**src/bdq_pkg.sv**
```systemverilog
`timescale 1ns / 1ps
package bdq_pkg;

  localparam int OP_W      = 3;
  localparam int CAP_W     = 9;
  localparam int CAP_RESET = 256;

  localparam logic [OP_W-1:0] OP_PUSH_FRONT = 3'd0;
  localparam logic [OP_W-1:0] OP_PUSH_BACK  = 3'd1;
  localparam logic [OP_W-1:0] OP_POP_FRONT  = 3'd2;
  localparam logic [OP_W-1:0] OP_POP_BACK   = 3'd3;

  typedef enum logic [1:0] {
    S_IDLE,
    S_READ,
    S_LOAD
  } state_t;

  // Commands from the controller to the datapath.
  typedef struct packed {
    logic exec;  // apply the accepted operation to the ring
    logic load;  // fill the output register
  } dp_cmd_t;

endpackage

```
**src/bdq_ctrl.sv**
```systemverilog
`timescale 1ns / 1ps
module bdq_ctrl
  import bdq_pkg::*;
(
  input  logic    clk,
  input  logic    rst_n,
  input  logic    in_tvalid,
  output logic    in_tready,
  output logic    out_tvalid,
  input  logic    out_tready,
  output dp_cmd_t cmd
);

  state_t state_r, state_nxt;
  logic   out_valid_r, out_valid_nxt;

  always_ff @(posedge clk) begin
    if (!rst_n) begin
      state_r     <= S_IDLE;
      out_valid_r <= 1'b0;
    end else begin
      state_r     <= state_nxt;
      out_valid_r <= out_valid_nxt;
    end
  end

  always_comb begin
    state_nxt = state_r;
    in_tready = 1'b0;
    cmd       = '0;
    case (state_r)
      S_IDLE: begin
        in_tready = 1'b1;
        if (in_tvalid) begin
          cmd.exec  = 1'b1;
          state_nxt = S_READ;
        end
      end
      S_READ: begin
        state_nxt = S_LOAD;
      end
      S_LOAD: begin
        // wait for the output register to drain
        if (!out_valid_r || out_tready) begin
          cmd.load  = 1'b1;
          state_nxt = S_IDLE;
        end
      end
      default: begin
        state_nxt = S_IDLE;
      end
    endcase
    if (cmd.load) begin
      out_valid_nxt = 1'b1;
    end else if (out_tready) begin
      out_valid_nxt = 1'b0;
    end else begin
      out_valid_nxt = out_valid_r;
    end
  end

  assign out_tvalid = out_valid_r;

endmodule

```
**config.mk**
```make
export PLATFORM = sky130hd
export DESIGN_NAME = bdq_ctrl
export DESIGN_NICKNAME = d
export VERILOG_FILES = /design/src/bdq_pkg.sv /design/src/bdq_ctrl.sv
export SDC_FILE = /design/constraint.sdc
export NUM_CORES = 1
export LEC_CHECK = 0
export ABC_AREA = 1
export BUFFER_PORTS_ARGS = -buffer_cell sky130_fd_sc_hd__buf_2
export CAP_MARGIN = 20
export CORE_AREA = 2 2 39 41
export CTS_CLUSTER_SIZE = 16
export DETAILED_ROUTE_END_ITERATION = 12
export DIE_AREA = 0 0 41 43
export PLACE_DENSITY_LB_ADDON = 0.15
export SYNTH_ARGS = -nofsm -noshare
export SYNTH_HDL_FRONTEND = slang
export SYNTH_SLANG_ARGS = --single-unit
export TNS_END_PERCENT = 1
```
**constraint.sdc**
```tcl
create_clock -name clk -period 1.25 [get_ports clk]
set_clock_uncertainty 0.2 [all_clocks]
set_input_delay 0.3125 -clock clk [delete_from_list [all_inputs] [get_ports clk]]
set_output_delay 0.3125 -clock clk [all_outputs]
set_load 0.01 [all_outputs]
```
==> metrics.txt, run 1 <==
remaining routing DRC violations=0; core occupancy in the finished layout=19.7%; Longest Clk Path Bufs=2; die width=41 um; buffer cell driving the clock tree root=sky130_fd_sc_hd__clkbuf_4; total power=0.000327 W; # Max-Cap Violations=0; worst vdd ir=0.000604 V; synth warn=0; Ports=8; global-route wire length before repair=600 um; total detailed-routing wirelength=364 um; result of the run=finished with violations; R2R cell count=4; max frequency=711 MHz; remaining global-route overflow=0; required time reported for the critical path endpoint=0.74 ns; vias in the first global route=158; number of antenna violations at the first check in global routing=0; core region area=0.00138 mm2; gr busiest metal=met3; Post-Syn Area per Cell=7.69 um2; count of pins over their slew limit=0; Clock H-tree levels=1; main area contributors after synthesis=sky130_fd_sc_hd__dfxtp_1, sky130_fd_sc_hd__inv_1, sky130_fd_sc_hd__nand2_1, sky130_fd_sc_hd__nor2_4, sky130_fd_sc_hd__nor3_2; setup slack of the worst register-to-register path=0.22 ns; Worst setup EP type=primary output; PwrDens=1200 mW/mm2; estimated wirelength of the detail-placed design=253 um; combined flip-flop and latch cell area=65.1 um2; unrepaired setup endpoints after global routing=yes; post-synthesis instance area=154 um2; sort of element at the start of the critical path=register; fraction of synthesized cell area taken by the top area cell type=39.0%; cell taking the most area after synthesis=sky130_fd_sc_hd__dfxtp_1; GRT met2 Usage=6.56%; Final Net Count=38; Post-CTS Hold Fix Bufs=0; met1 Resource Use GR=6.05%; register area share after synthesis=39.0%; post-placement worst setup slack=0.00637 ns; die height=43 um; post-placement cell area=209 um2; number of diodes=0; Final Cell Area=273 um2; clock buffers created by TritonCTS=3; Detailed Route Iter0 Violations=0; start point of the worst min-delay path=rst_n; maximum number of pins on one net before global-route repair=5; worst-case setup margin in the final layout=-0.157 ns; Clk Latency, worst-skew pair=0.24 ns; total vias in the final route=168; flops & latches, synth=3; most repeated cell in the gate-level netlist after synthesis=sky130_fd_sc_hd__inv_1; GPL Wtd Cong=0.600; met3 Usage GRT=7.85%; detailed-routing iteration count for the pre-antenna-repair pass=1; most used standard cells in the synthesized netlist=sky130_fd_sc_hd__inv_1, sky130_fd_sc_hd__dfxtp_1, sky130_fd_sc_hd__nand2_1; TritonCTS Sinks=3; All-Layer GR Usage=5.81%; number of buffers inserted by port buffering=7; worst reg2reg path endpoint=state_r[1]; instance count of the mapped netlist=20; distinct cell type count of the synthesized netlist=12; CP Class=reg2out; Hold Path Sink=out_tvalid; layout overhead on the synthesized area=77.2%; shortest clock period the worst path allows after layout=1.41 ns; final worst-path cycle share=113%; EDFF count, synth=0; clock input transition at the sequential cells of the worst setup and hold paths=0.04 ns; final count of negative-setup-slack endpoints=3; WL per Instance=7.43 um; layout cell share with drive strength beyond 1=75.8%; total area of multi-input combinational cells=78.8 um2; Mapped Nets=24; clock tree from TritonCTS=yes; Hold Path Depth=2; arrival time worst endpoint=0.89 ns; startpoint of the most critical setup path=state_r[1]; flip-flop cell with the highest count after synthesis=sky130_fd_sc_hd__dfxtp_1; critical path peak fanout=4; standard-cell rows=14; worst hold-check path type=in2reg; Tightest Pin Transition=0.120 ns; via count normalized by instance count=3.43; Filler Cell Count=158; failing checks=negative setup slack; launch point of the worst reg-to-reg path=state_r[0]; Final ANT Viol Nets=0; TNS Setup=-0.429 ns; share of flip-flops with an asynchronous set or reset after synthesis=0%; Initial Utilization=11.1%; cell leakage power=0.127 nW; die footprint=0.00176 mm2; Hold Vio Cnt, Final=0; Max-Slew Margin vs Limit=92.0%
==> worst max-delay path by stage <==
| stage | endpoint | cells after the start | slack [ns] |
|---|---|---|---|
| after global routing | cmd[1] | 4 | -0.22 |
| after global placement | cmd[0] | 4 | 0.003 |
| after CTS | cmd[1] | 4 | -0.19 |
| final | cmd[1] | 4 | -0.16 |
| after floorplan | cmd[0] | 4 | 0.04 |
| after detailed placement | cmd[0] | 4 | 0.006 |
==> placed cells by master (no fill, tap or decap) <==
master	instances
sky130_fd_sc_hd__nor2_4	1
sky130_fd_sc_hd__nand2_1	2
sky130_fd_sc_hd__clkbuf_1	1
sky130_fd_sc_hd__nand2_4	1
sky130_fd_sc_hd__a21oi_2	1
sky130_fd_sc_hd__clkbuf_4	3
sky130_fd_sc_hd__inv_2	2
sky130_fd_sc_hd__o21a_1	1
sky130_fd_sc_hd__nor2_2	2
sky130_fd_sc_hd__dfxtp_2	1
sky130_fd_sc_hd__buf_2	7
sky130_fd_sc_hd__inv_1	3
sky130_fd_sc_hd__buf_4	3
sky130_fd_sc_hd__inv_4	1
sky130_fd_sc_hd__nor3_2	2
sky130_fd_sc_hd__dfxtp_4	1
sky130_fd_sc_hd__dfxtp_1	1
==> cell type report <==
type,count,area share [%]
repair buffers,10,21.1
clock buffers,4,9.63
inverters,6,9.17
flip-flops and latches,3,23.9
multi-input cells,10,28.9
well taps,16,7.34
==> routing by layer <==
metal,up-vias,share of wire [%]
met4,0,0
li1,83,-
met5,-,0
met1,74,44
met3,0,14
met2,11,41
==> cells by family after synthesis <==
logic type / count (synthesis) / synth area share, %
simple gates: 8 / 30.9
compound gates: 2 / 10.6
flops: 3 / 39.0
buf+inv: 7 / 19.5
==> state kept, by name (all words and copies together) (netlist names) <==
signal	cells
out_tvalid	1
state_r	2
==> worst max-delay path, cell delays in order, from the launching register on <==
cell                      delay (ns)
sky130_fd_sc_hd__dfxtp_2        0.32
sky130_fd_sc_hd__inv_4          0.08
sky130_fd_sc_hd__nand2_4        0.06
sky130_fd_sc_hd__nor2_2         0.07
sky130_fd_sc_hd__buf_2          0.13
==> timing repair <==
action | 4_1_cts | 5_1_grt
endpoints found under the hold margin | 0 | 0
endpoints found under the setup margin | 3 | 3
setup buffers | 0 | 2
pin swaps | 1 | 1
resized for setup | 6 | 4
==> power by group <==
part | switching [W] | internal (W)
clock network | 0.0000536 | 0.000120
logic | 0.0000265 | 0.0000228
registers | 0.00000370 | 0.000100
==> stage by stage <==
stage	hold WS [ns]	instances
floorplan	0.230	20
global placement	0.318	43
detailed placement	0.319	43
CTS	0.0961	47
global route	0.114	49
finish	0.102	49
Power figures use the tool's default switching activity.
==> run 2, diff against run 1 <==
- CELL_PAD_IN_SITES_DETAIL_PLACEMENT: unset -> 2
- CELL_PAD_IN_SITES_GLOBAL_PLACEMENT: unset -> 2
==> run 2 against run 1 <==
Net effect:
- the run still ends with negative setup slack left
- sequential cell count stayed put
- via count grew 2.4%
- global-route usage rose by 1.7 points
- die area stayed put
- count of clock-buffer cells in the layout unchanged
- register-to-register slack got worse by 0.03 ns
- power is 2.8% higher
- critical path type unchanged
- critical endpoint is now cmd[0]
- largest cell class unchanged
==> metrics.txt, run 2 (synthesis gave the netlist of run 1 again) <==
global-route wire length before repair=772 um; clock input transition at the sequential cells of the worst setup and hold paths=0.04 ns; vias in the first global route=199; highest-count cells in the layout ignoring fill and taps=sky130_fd_sc_hd__buf_2, sky130_fd_sc_hd__buf_4, sky130_fd_sc_hd__inv_2, sky130_fd_sc_hd__inv_1, sky130_fd_sc_hd__clkbuf_4; All-Layer GR Usage=7.51%; required time reported for the critical path endpoint=0.74 ns; most common cell after layout, fill and taps aside=sky130_fd_sc_hd__buf_2; start point of the worst min-delay path=rst_n; estimated wirelength of the detail-placed design=340 um; Detailed Route Iter0 Violations=1; total vias in the final route=172; worst hold-check path type=in2reg; critical path peak fanout=4; result of the run=finished with violations; Final Net Count=39; Hold Vio Cnt, Final=0; Final ANT Viol Nets=0; GRT met2 Usage=10.3%; remaining routing DRC violations=0; PwrDens=1210 mW/mm2; Ports=8; die width=41 um; worst vdd ir=0.000312 V; max frequency=703 MHz; Initial Utilization=11.1%; startpoint of the most critical setup path=state_r[1]; Clock H-tree levels=1; Worst setup EP type=primary output; worst-case setup margin in the final layout=-0.172 ns; Critical Path End=cmd[0]; maximum number of pins on one net before global-route repair=5; sort of element at the start of the critical path=register; total area of multi-input combinational cells=78.8 um2; register containing the most flip-flops in the final layout=state_r; combined flip-flop and latch cell area=65.1 um2; CP Class=reg2out; Tightest Pin Transition=0.117 ns; number of standard cells in the final layout excluding fillers=50; buffer cell driving the clock tree root=sky130_fd_sc_hd__clkbuf_4; unrepaired setup endpoints after global routing=yes; layout overhead on the synthesized area=80.5%; arrival time worst endpoint=0.91 ns; GPL Wtd Cong=0.589; max reg flops=2; standard-cell rows=14; via count normalized by instance count=3.44; WL per Instance=8.82 um; total detailed-routing wirelength=441 um; number of antenna violations at the first check in global routing=0; Final Cell Area=278 um2; die height=43 um; Longest Clk Path Bufs=2; final count of negative-setup-slack endpoints=3; cell leakage power=0.131 nW; R2R cell count=5; core region area=0.00138 mm2; post-placement cell area=216 um2; remaining global-route overflow=0; count of pins over their slew limit=0; # Max-Cap Violations=0; Inst Count DP=44; number of buffers inserted by port buffering=7; shortest clock period the worst path allows after layout=1.42 ns; die footprint=0.00176 mm2; launch point of the worst reg-to-reg path=state_r[1]; final worst-path cycle share=114%; failing checks=negative setup slack; TNS Setup=-0.451 ns; clock tree from TritonCTS=yes; Clk Latency, worst-skew pair=0.24 ns; layout cell share with drive strength beyond 1=76.5%; TritonCTS Sinks=3; worst reg2reg path endpoint=state_r[1]; met1 Resource Use GR=6.69%; gr busiest metal=met2; number of diodes=0; Max-Slew Margin vs Limit=92.1%; Filler Cell Count=172; clock buffers created by TritonCTS=3; setup slack of the worst register-to-register path=0.19 ns; detailed-routing iteration count for the pre-antenna-repair pass=2; met3 Usage GRT=4.71%
[run 2: cell types whose count changed in the layout (fill, tap and decap cells not counted)]
cell / change
sky130_fd_sc_hd__buf_4: +1
sky130_fd_sc_hd__inv_4: -1
sky130_fd_sc_hd__inv_2: +1
[run 2: how the worst min path moves through the flow]
| stage | to | slack [ns] | cells past startpoint |
|---|---|---|---|
| 2_1_floorplan | out_tvalid | 0.23 | 1 |
| 3_3_place_gp | out_tvalid | 0.33 | 2 |
| 3_5_place_dp | state_r[1] | 0.34 | 3 |
| 4_1_cts | out_tvalid | 0.09 | 2 |
| 5_1_grt | out_tvalid | 0.10 | 2 |
| 6_report | out_tvalid | 0.1 | 2 |
[run 2: power breakdown]
group / internal [W] / switching (W) / leakage [nW]
Sequential: 0.000100 / 0.00000361 / 0.0257
Clock: 0.000120 / 0.0000586 / 0.0150
Combinational: 0.0000260 / 0.0000274 / 0.0908
[run 2: area by class of cell]
class | count | area share [%]
multi-input cells | 10 | 28.4
inverters | 6 | 8.11
repair buffers | 11 | 23.4
flip-flops and latches | 3 | 23.4
clock buffers | 4 | 9.46
well taps | 16 | 7.21
[run 2: stage by stage]
stage	hold slack (ns)	utilization [%]	power [W]	setup WS (ns)
4_1_cts	0.0934	19.3	0.000345	-0.198
3_3_place_gp	0.335	15.6	0.000147	-0.0379
6_report	0.0988	20.1	0.000336	-0.172
5_1_grt	0.104	20.1	0.000361	-0.233
3_5_place_dp	0.338	15.6	0.000148	-0.0106
2_1_floorplan	0.230	-	0.000129	0.0356
[run 2: routing by layer]
| layer | share of wire, % | vias up |
|---|---|---|
| met5 | 0 | - |
| met4 | 4.3 | 0 |
| met3 | 2.7 | 2 |
| met2 | 59 | 5 |
| met1 | 34 | 81 |
| li1 | - | 84 |
[run 2: critical path, stage by stage (launching register included)]
cell	delay [ns]
sky130_fd_sc_hd__dfxtp_1	0.31
sky130_fd_sc_hd__inv_2	0.06
sky130_fd_sc_hd__nor3_2	0.14
sky130_fd_sc_hd__buf_2	0.15
[run 2: what timing repair did]
item                       CTS  global route
gates resized for setup      6             3
setup buffers                2             0
hold buffers                 0             0
setup endpoints to repair    3             3
pin swaps                    1             0
